## src/rtl/rqsi_pkg.sv

```systemverilog
package rqsi_pkg;

   localparam int QUEUE_DEPTH_DEF = 16;
   localparam int OCC_W = 5;

   localparam logic [1:0] MODE_FIFO = 2'd0;
   localparam logic [1:0] MODE_SJF  = 2'd1;
   localparam logic [1:0] MODE_PRIO = 2'd2;

   localparam logic OP_ENQ = 1'b0;
   localparam logic OP_DEQ = 1'b1;

   localparam logic [1:0] ST_ENQ   = 2'd0;
   localparam logic [1:0] ST_FULL  = 2'd1;
   localparam logic [1:0] ST_DEQ   = 2'd2;
   localparam logic [1:0] ST_EMPTY = 2'd3;

   typedef struct packed {
      logic        op;
      logic [7:0]  proc_id;
      logic [7:0]  proc_priority;
      logic [15:0] burst_time;
   } req_type;

   typedef struct packed {
      logic [1:0]       status;
      logic [7:0]       out_id;
      logic [7:0]       out_priority;
      logic [15:0]      out_time;
      logic [OCC_W-1:0] occupancy;
   } rsp_type;

   typedef struct packed {
      logic [7:0]  id;
      logic [7:0]  priority_val;
      logic [15:0] burst;
   } entry_type;

   // insert wave moving down the cell row
   typedef struct packed {
      logic      valid;
      logic      shift;   // already displaced something: push unconditionally
      entry_type entry;
   } tok_type;

   // true when the new record must stand ahead of the held one
   function automatic logic outranks(input logic [1:0] mode, input entry_type nw,
                                     input entry_type held);
      logic res;
      res = 1'b0;
      unique case (mode)
         MODE_SJF:  res = held.burst > nw.burst;
         MODE_PRIO: res = held.priority_val < nw.priority_val;
         default:   res = 1'b0;
      endcase
      return res;
   endfunction

endpackage

```

## src/rtl/rqsi_cell.sv

```systemverilog
module rqsi_cell
   import rqsi_pkg::*;
#(
   parameter int CNT_W = 5
) (
   input  logic             clock,
   input  logic             reset,
   input  logic [1:0]       mode,
   input  tok_type          tin,
   input  logic [CNT_W-1:0] tin_left,
   input  logic             shift_left,
   input  entry_type        right_entry,
   output entry_type        entry_out,
   output tok_type          tout,
   output logic [CNT_W-1:0] tout_left,
   output logic             absorb
);

   entry_type        entry_ff, entry_in;
   tok_type          tok_ff, tok_in;
   logic [CNT_W-1:0] left_ff, left_in;
   logic             at_tail, take;

   // at_tail: this cell is the first free slot, the wave ends here
   assign at_tail = (tin_left == '0);
   assign take    = at_tail || tin.shift || outranks(mode, tin.entry, entry_ff);
   assign absorb  = tin.valid && at_tail;

   always_comb begin
      entry_in = entry_ff;
      if (tin.valid) begin
         if (take) entry_in = tin.entry;
      end else if (shift_left) begin
         entry_in = right_entry;
      end
      tok_in.valid = tin.valid && !at_tail;
      tok_in.shift = tin.shift || take;
      tok_in.entry = take ? entry_ff : tin.entry;
      left_in      = tin_left - CNT_W'(1);
   end

   always_ff @(posedge clock) begin
      entry_ff <= entry_in;
      left_ff  <= left_in;
      tok_ff.shift <= tok_in.shift;
      tok_ff.entry <= tok_in.entry;
      if (reset) begin
         tok_ff.valid <= 1'b0;
      end else begin
         tok_ff.valid <= tok_in.valid;
      end
   end

   assign entry_out = entry_ff;
   assign tout      = tok_ff;
   assign tout_left = left_ff;

endmodule

```

## src/rtl/ready_queue_sorted_insert.sv

```systemverilog
// Sorted ready queue built as a row of cells, head in cell 0.
// Input channel req_*: valid/ready, one item per handshake; op selects
// enqueue of the carried process or dequeue of the head entry.
// Result channel rsp_*: valid/ready, exactly one result per item, held in an
// output register; it appears the cycle after the item is accepted.
// csr_we/csr_wdata write the queue mode (fifo, shortest time, priority).
// A dequeue does not hold off the next item. An enqueue starts a wave that moves
// one cell per cycle down the row to the current tail, and no new item is
// accepted until the wave has ended there. A full-queue enqueue or
// empty-queue dequeue starts no wave and does not hold off the next item.
// While the receiver stalls with a result pending, no new item is taken;
// the pending result holds until rsp_ready.
// Reset (synchronous) empties the queue, sets fifo mode and clears any
// pending result; entry contents are not cleared.
module ready_queue_sorted_insert
   import rqsi_pkg::*;
#(
   parameter int QUEUE_DEPTH = QUEUE_DEPTH_DEF
) (
   input  logic       clock,
   input  logic       reset,
   input  logic       req_valid,
   output logic       req_ready,
   input  req_type    req_data,
   output logic       rsp_valid,
   input  logic       rsp_ready,
   output rsp_type    rsp_data,
   input  logic       csr_we,
   input  logic [1:0] csr_wdata
);

   localparam int CNT_W = $clog2(QUEUE_DEPTH + 1);

   logic [1:0]       mode_ff;
   logic [CNT_W-1:0] count_ff, count_in;
   logic             busy_ff, busy_in;
   logic             rsp_valid_ff;
   rsp_type          rsp_ff, rsp_in;

   tok_type          tok     [QUEUE_DEPTH+1];
   logic [CNT_W-1:0] tok_left[QUEUE_DEPTH+1];
   entry_type        ent     [QUEUE_DEPTH];
   logic [QUEUE_DEPTH-1:0] absorb;

   logic      accept, is_full, is_empty, launch, pop;
   entry_type new_entry;

   assign req_ready = !busy_ff && (!rsp_valid_ff || rsp_ready);
   assign accept    = req_valid && req_ready;
   assign is_full   = (count_ff == CNT_W'(QUEUE_DEPTH));
   assign is_empty  = (count_ff == '0);
   assign launch    = accept && (req_data.op == OP_ENQ) && !is_full;
   assign pop       = accept && (req_data.op == OP_DEQ) && !is_empty;

   assign new_entry.id           = req_data.proc_id;
   assign new_entry.priority_val = req_data.proc_priority;
   assign new_entry.burst        = req_data.burst_time;

   assign tok[0].valid = launch;
   assign tok[0].shift = 1'b0;
   assign tok[0].entry = new_entry;
   assign tok_left[0]  = count_ff;

   for (genvar i = 0; i < QUEUE_DEPTH; i++) begin : g_cell
      entry_type right;
      if (i == QUEUE_DEPTH - 1) begin : g_last
         assign right = ent[i];
      end else begin : g_mid
         assign right = ent[i+1];
      end
      rqsi_cell #(.CNT_W(CNT_W)) u_cell (
         .clock       (clock),
         .reset       (reset),
         .mode        (mode_ff),
         .tin         (tok[i]),
         .tin_left    (tok_left[i]),
         .shift_left  (pop),
         .right_entry (right),
         .entry_out   (ent[i]),
         .tout        (tok[i+1]),
         .tout_left   (tok_left[i+1]),
         .absorb      (absorb[i])
      );
   end

   always_comb begin
      count_in = count_ff;
      if (launch) count_in = count_ff + CNT_W'(1);
      else if (pop) count_in = count_ff - CNT_W'(1);

      busy_in = busy_ff;
      if (|absorb) busy_in = 1'b0;
      else if (launch) busy_in = 1'b1;

      rsp_in.out_id       = '0;
      rsp_in.out_priority = '0;
      rsp_in.out_time     = '0;
      rsp_in.occupancy    = OCC_W'(count_in);
      if (req_data.op == OP_ENQ) begin
         rsp_in.status = is_full ? ST_FULL : ST_ENQ;
      end else if (is_empty) begin
         rsp_in.status = ST_EMPTY;
      end else begin
         rsp_in.status       = ST_DEQ;
         rsp_in.out_id       = ent[0].id;
         rsp_in.out_priority = ent[0].priority_val;
         rsp_in.out_time     = ent[0].burst;
      end
   end

   always_ff @(posedge clock) begin
      if (accept) rsp_ff <= rsp_in;
      if (reset) begin
         mode_ff      <= MODE_FIFO;
         count_ff     <= '0;
         busy_ff      <= 1'b0;
         rsp_valid_ff <= 1'b0;
      end else begin
         if (csr_we) mode_ff <= csr_wdata;
         count_ff <= count_in;
         busy_ff  <= busy_in;
         if (accept) rsp_valid_ff <= 1'b1;
         else if (rsp_ready) rsp_valid_ff <= 1'b0;
      end
   end

   assign rsp_valid = rsp_valid_ff;
   assign rsp_data  = rsp_ff;

   a_count_bound: assert property (@(posedge clock) disable iff (reset)
      count_ff <= CNT_W'(QUEUE_DEPTH))
      else $error("queue count above depth");

   a_wave_in_row: assert property (@(posedge clock) disable iff (reset)
      !tok[QUEUE_DEPTH].valid)
      else $error("insert wave ran past the last cell");

   a_absorb_once: assert property (@(posedge clock) disable iff (reset)
      $onehot0(absorb))
      else $error("more than one cell took the wave end");

   a_absorb_busy: assert property (@(posedge clock) disable iff (reset)
      (|absorb) |-> (busy_ff || launch))
      else $error("wave ended with no insert in flight");

   a_reset_idle: assert property (@(posedge clock)
      reset |=> (!rsp_valid_ff && !busy_ff && count_ff == '0))
      else $error("state not cleared by reset");

endmodule
```

## config.mk

```make
export PLATFORM = sky130hd
export DESIGN_NAME = ready_queue_sorted_insert
export DESIGN_NICKNAME = d
export VERILOG_FILES = /design/src/rtl/rqsi_pkg.sv /design/src/rtl/rqsi_cell.sv /design/src/rtl/ready_queue_sorted_insert.sv
export SDC_FILE = /design/constraint.sdc
export NUM_CORES = 2
export LEC_CHECK = 0
export BUFFER_PORTS_ARGS = -buffer_cell sky130_fd_sc_hd__buf_2
export CORE_MARGIN = 1.5
export CORE_UTILIZATION = 48
export CTS_BUF_LIST = sky130_fd_sc_hd__clkbuf_8 sky130_fd_sc_hd__clkbuf_16
export DETAILED_ROUTE_END_ITERATION = 8
export SLEW_MARGIN = 20
export SYNTH_ARGS = -nofsm -noshare
export SYNTH_HDL_FRONTEND = slang
export SYNTH_HIERARCHICAL = 1
export SYNTH_SLANG_ARGS = --single-unit
```

## constraint.sdc

```tcl
create_clock -name clock -period 6.3 [get_ports clock]
set_clock_uncertainty 0.15 [all_clocks]
set_input_delay 0.315 -clock clock [delete_from_list [all_inputs] [get_ports clock]]
set_output_delay 0.315 -clock clock [all_outputs]
set_load 0.01 [all_outputs]
```

Word level (Yosys, flattened, before mapping) --
Cells that the tools add are included.
Word-level totals: word-level logic and storage cells 448, register bits after elaboration 1145, bits of input ports 40, output and inout bits 41
Cells by class: order comparisons 32, bitwise gates (word level) 1, equality and inequality tests 18, reduce and logical (&&, ||, !) cells 151, add/sub/neg operators 16, muxes and demuxes 83
Operators by type and width (number):
- 2-to-1 mux 32 bit | 60
- greater-than comparator 16 bit | 16
- less-than comparator 8 bit | 16
- zero test 5 bit | 16
- subtractor 5 x 1 -> 5 bit (second input constant) | 15
- logical OR 1 bit | 46
- logical AND 1 bit | 37
- one-hot mux 1 bit (2 select lines) | 16
- AND reduction 2 bit | 16
- nonzero test 2 bit | 16
- inequality test 2 x 1 -> 1 bit (second input constant) | 15
- zero test 1 bit | 18
- OR reduction 17 bit | 1
- 2-to-1 mux 5 bit | 2
- adder 5 x 1 -> 5 bit (second input constant) | 1
- equality test 5 bit (second input constant) | 1
- 2-to-1 mux 1 bit | 4
- equality test 2 x 1 -> 1 bit (second input constant) | 1
- equality test 2 bit (second input constant) | 1
- 2-to-1 mux 2 bit | 1
- OR reduction 2 bit | 1
- NOT 1 bit | 1

Longest topological paths before layout --
depth after elaboration 8, gate-level depth with buffers 11, mapped depth without buffers 9

Hierarchy --
The synthesis kept the hierarchy.
By module, submodules not included:
- rqsi_cell at g_cell[0].u_cell ... | cells an instance 248, times used 15, area an instance 3350.7 um^2
- rqsi_cell at g_cell[9].u_cell | cells an instance 244, times used 1, area an instance 3384.5 um^2
- ready_queue_sorted_insert | cells an instance 163, times used 1, area an instance 2113.3 um^2

Worst setup path before layout --
Ideal clock, no wire load.
path kind reg2reg, start register busy_ff, end register g_cell[0].u_cell.entry_ff, in the netlist g_cell[0].u_cell/entry_out[0], enable pin, slack 1946 ps, arrival 3768 ps, stages on the path, launching flop included 7, data required time 5715 ps, buffers on the path 0, cells stage by stage dfxtp_1 > and2b_1 > nand2_1 > inv_1 > and3_1 > inv_1 > mux2i_1
On the way: cells in the longest elaborated chain, start to end 7, elaborated cells on any way between the ends 10, classes of those cells 1 x eq/ne; 9 x reduce/logical
RTL lines:
- start, declared | line ready_queue_sorted_insert.sv:36 | logic busy_ff, busy_in;
- start signal, assigned | line ready_queue_sorted_insert.sv:121 | busy_ff <= busy_in;
- zero test 1 bit | line ready_queue_sorted_insert.sv:48 | assign req_ready = !busy_ff && (!rsp_valid_ff || rsp_ready);
- logical AND 1 bit | line ready_queue_sorted_insert.sv:48
- logical AND 1 bit | line ready_queue_sorted_insert.sv:49 | assign accept = req_valid && req_ready;
- named net accept | line ready_queue_sorted_insert.sv:45 | logic accept, is_full, is_empty, launch, pop;
- logical AND 1 bit (2 in series) | line ready_queue_sorted_insert.sv:53 | assign pop = accept && (req_data.op == OP_DEQ) && !is_empty;
- named net pop | line ready_queue_sorted_insert.sv:45
- nonzero test 2 bit (no line)
- AND reduction 2 bit (no line)
- end signal, assigned | line rqsi_cell.sv:43 | entry_ff <= entry_in;
- end, declared | line rqsi_cell.sv:19 | entry_type entry_ff, entry_in;
The timed path passes the listed nets, and every way through them passes these cells. A chain may end at the register's enable or synchronous reset.

Worst setup path in the final report --
start register g_cell[5].u_cell.entry_ff, in the netlist g_cell[5].u_cell/entry_out[15], end register g_cell[5].u_cell.entry_ff, in the netlist g_cell[5].u_cell/entry_out[11], enable pin
On the way: cells in the longest elaborated chain, start to end 5
RTL lines:
- start, declared | line rqsi_cell.sv:19
- start signal, assigned | line rqsi_cell.sv:43
- greater-than comparator 16 bit | line rqsi_pkg.sv:52 | MODE_SJF: res = held.burst > nw.burst;
- one-hot mux 1 bit (2 select lines) | line rqsi_pkg.sv:51 | unique case (mode)
- logical OR 1 bit | line rqsi_cell.sv:26 | assign take = at_tail || tin.shift || outranks(mode, tin.entry, entry_ff);
- inequality test 2 x 1 -> 1 bit (no line)
- AND reduction 2 bit (no line)
No other way between the ends.

==> metrics.txt <==
drt pass-1 iters 5; clock buffer depth 3; Hold Crit Start req_data[32]; Critical Path Fanout Max 19; slowest cell delay on critical path 0.64 ns; CP Launch Type flop; FF-to-FF setup slack 2.10 ns; initial antenna violation count 0; worst hold stages 1; CP top delay family compound AO/OA/AOI/OAI gates; drc violations 0; CP startpoint g_cell[5].u_cell/entry_out[15]; Relative slew margins 30.5%; R2R Path End g_cell[5].u_cell/entry_out[11]; I/O pin cnt 81; Port Buffers 80; vias in the first global route 30700; Max-Cap Viols 0; fmax 238 MHz; worst-path cell chain ha_1 -> nand4_1 -> or4_1 -> a21o_1 -> a31oi_1 -> o21ai_4 -> mux2i_4 -> buf_4; synthesized instance count 4045; slowest CP cell mux2i_4; clock latency on the worst-skew pair 0.72 ns; gr ovfl total 0; Hold/Removal Path Class in -> reg; synth-to-layout area growth 12.4%; Routed Antenna Nets 0; cts repair resizes 0; first-pass GRT wire length 173 mm; core area 0.112 mm^2; outcome completed; post-CTS setup buffers 0; Syn Std Cell Area 0.0544 mm^2; std cell rows 123; CTS tree yes; setup slack after layout 2.10 ns; Synth Warn # 6; die area 0.115 mm^2; post-detail-place hpwl 79.0 mm; Worst-path clk slew 0.06 ns; routed len/inst 18.6 um; WP buf/inv 1; Vias per Instance 5.13; syn avg cell area 13.5 um^2; Worst Setup End Kind flop; RSZ-0062 raised after global routing false; P_leak 26.2 nW; CP required 6.54 ns; final net count 4682; layout cells sized above 1 31.5%; GRT Util Overall 18.8%; n_diodes 0; fraction of the cycle the final worst path needs 66.7%; Starting Density 48.4%; Worst EP arrival 4.44 ns; setup violators final 0; setup TNS 0 ns; critical path type reg -> reg; Least-Margin Pin Slew 1.04 ns; Die X-Extent 340 um; filler cell count 9415; R2R cell count 8; Worst path depth 8; GP Congestion 0.801; power per cell area 419 mW/mm^2; Final min period 4.20 ns; Final Slew Violations 0; die height 340 um; Routed WL 109 mm; Sink Count 1145; Crit Reg-Reg Startpoint g_cell[5].u_cell/entry_out[15]; largest net degree at the start of global routing 49; Post-Place Worst Slack 1.91 ns; DR vias 29900; clk root buf clkbuf_16; H-tree depth 3; maximum VDD drop 0.244 mV; CP endpoint g_cell[5].u_cell/entry_out[11]; clock buffer count from CTS 120; First DRT Iteration DRCs 1321; final hold violation count 0
[how the worst min path moves through the flow]
stage | endpoint | slack, ns
finish | rsp_data[38] | 0.13
floorplan | g_cell[10].u_cell/tout_left[0] | 0.23
global placement | g_cell[14].u_cell/tout_left[0] | 0.24
CTS | rsp_data[38] | 0.08
global route | rsp_data[38] | 0.12
detailed placement | g_cell[3].u_cell/tout_left[0] | 0.24
[area by class of cell]
| type | instances | area, um^2 | share of cell area [%] |
|---|---|---|---|
| multi-input combinational | 2296 | 23700 | 38.7 |
| sequential | 1145 | 28400 | 46.5 |
| clock buffer | 146 | 3370 | 5.51 |
| clock inverter | 82 | 723 | 1.18 |
| tap | 1500 | 1880 | 3.07 |
| timing repair buffer | 179 | 1280 | 2.09 |
| inverter | 482 | 1810 | 2.96 |
[repair_timing]
action	CTS	global route
setup endpoints to repair	0	0
endpoints found under the hold margin	75	0
hold buffers	41	0
[layout by cell type, fill, tap and decap left out, drive strengths merged, types with 65 or more instances in the layout]
cell type    n
a21oi      131
buf        136
dfxtp      594
mux2       994
clkbuf     148
edfxtp     551
nand2       98
nand4       65
inv        514
o21ai       99
ha         418
nor2        84
[through the flow]
stage | power, W | hold WS (ns) | cells | area, um^2 | utilization, %
2_1_floorplan | 0.0170 | 0.226 | 4046 | 54400 | -
3_3_place_gp | 0.0185 | 0.237 | 5559 | 56600 | 50.3
3_5_place_dp | 0.0186 | 0.239 | 5559 | 56600 | 50.3
4_1_cts | 0.0260 | 0.0837 | 5828 | 61100 | 54.3
5_1_grt | 0.0272 | 0.118 | 5830 | 61200 | 54.4
6_report | 0.0256 | 0.125 | 5830 | 61200 | 54.4
[sequential cells by signal (all words and copies together), names as in the netlist]
signal                   cells
busy_ff                      1
count_ff                     5
g_cell.u_cell/entry_out    512
g_cell.u_cell/tout         510
g_cell.u_cell/tout_left     75
mode_ff                      2
rsp_data                    39
rsp_valid                    1
[per-layer routing]
metal / up-vias / share of wire [%] / routed length (um) / global-route usage, %
met4: 0 / 2.8 / 3050 / 5.94
met3: 167 / 2.7 / 2970 / 2.51
met1: 14500 / 46 / 49900 / 24.6
met2: 364 / 48 / 52600 / 32.2
li1: 14900 / - / - / -
met5: - / 0 / 0 / 0
[power by group]
part	internal, W	total, W	switching [W]
Sequential	0.00986	0.0113	0.00141
Combinational	0.00411	0.00718	0.00307
Clock	0.00419	0.00720	0.00301
(Power assumes the default switching activity.)
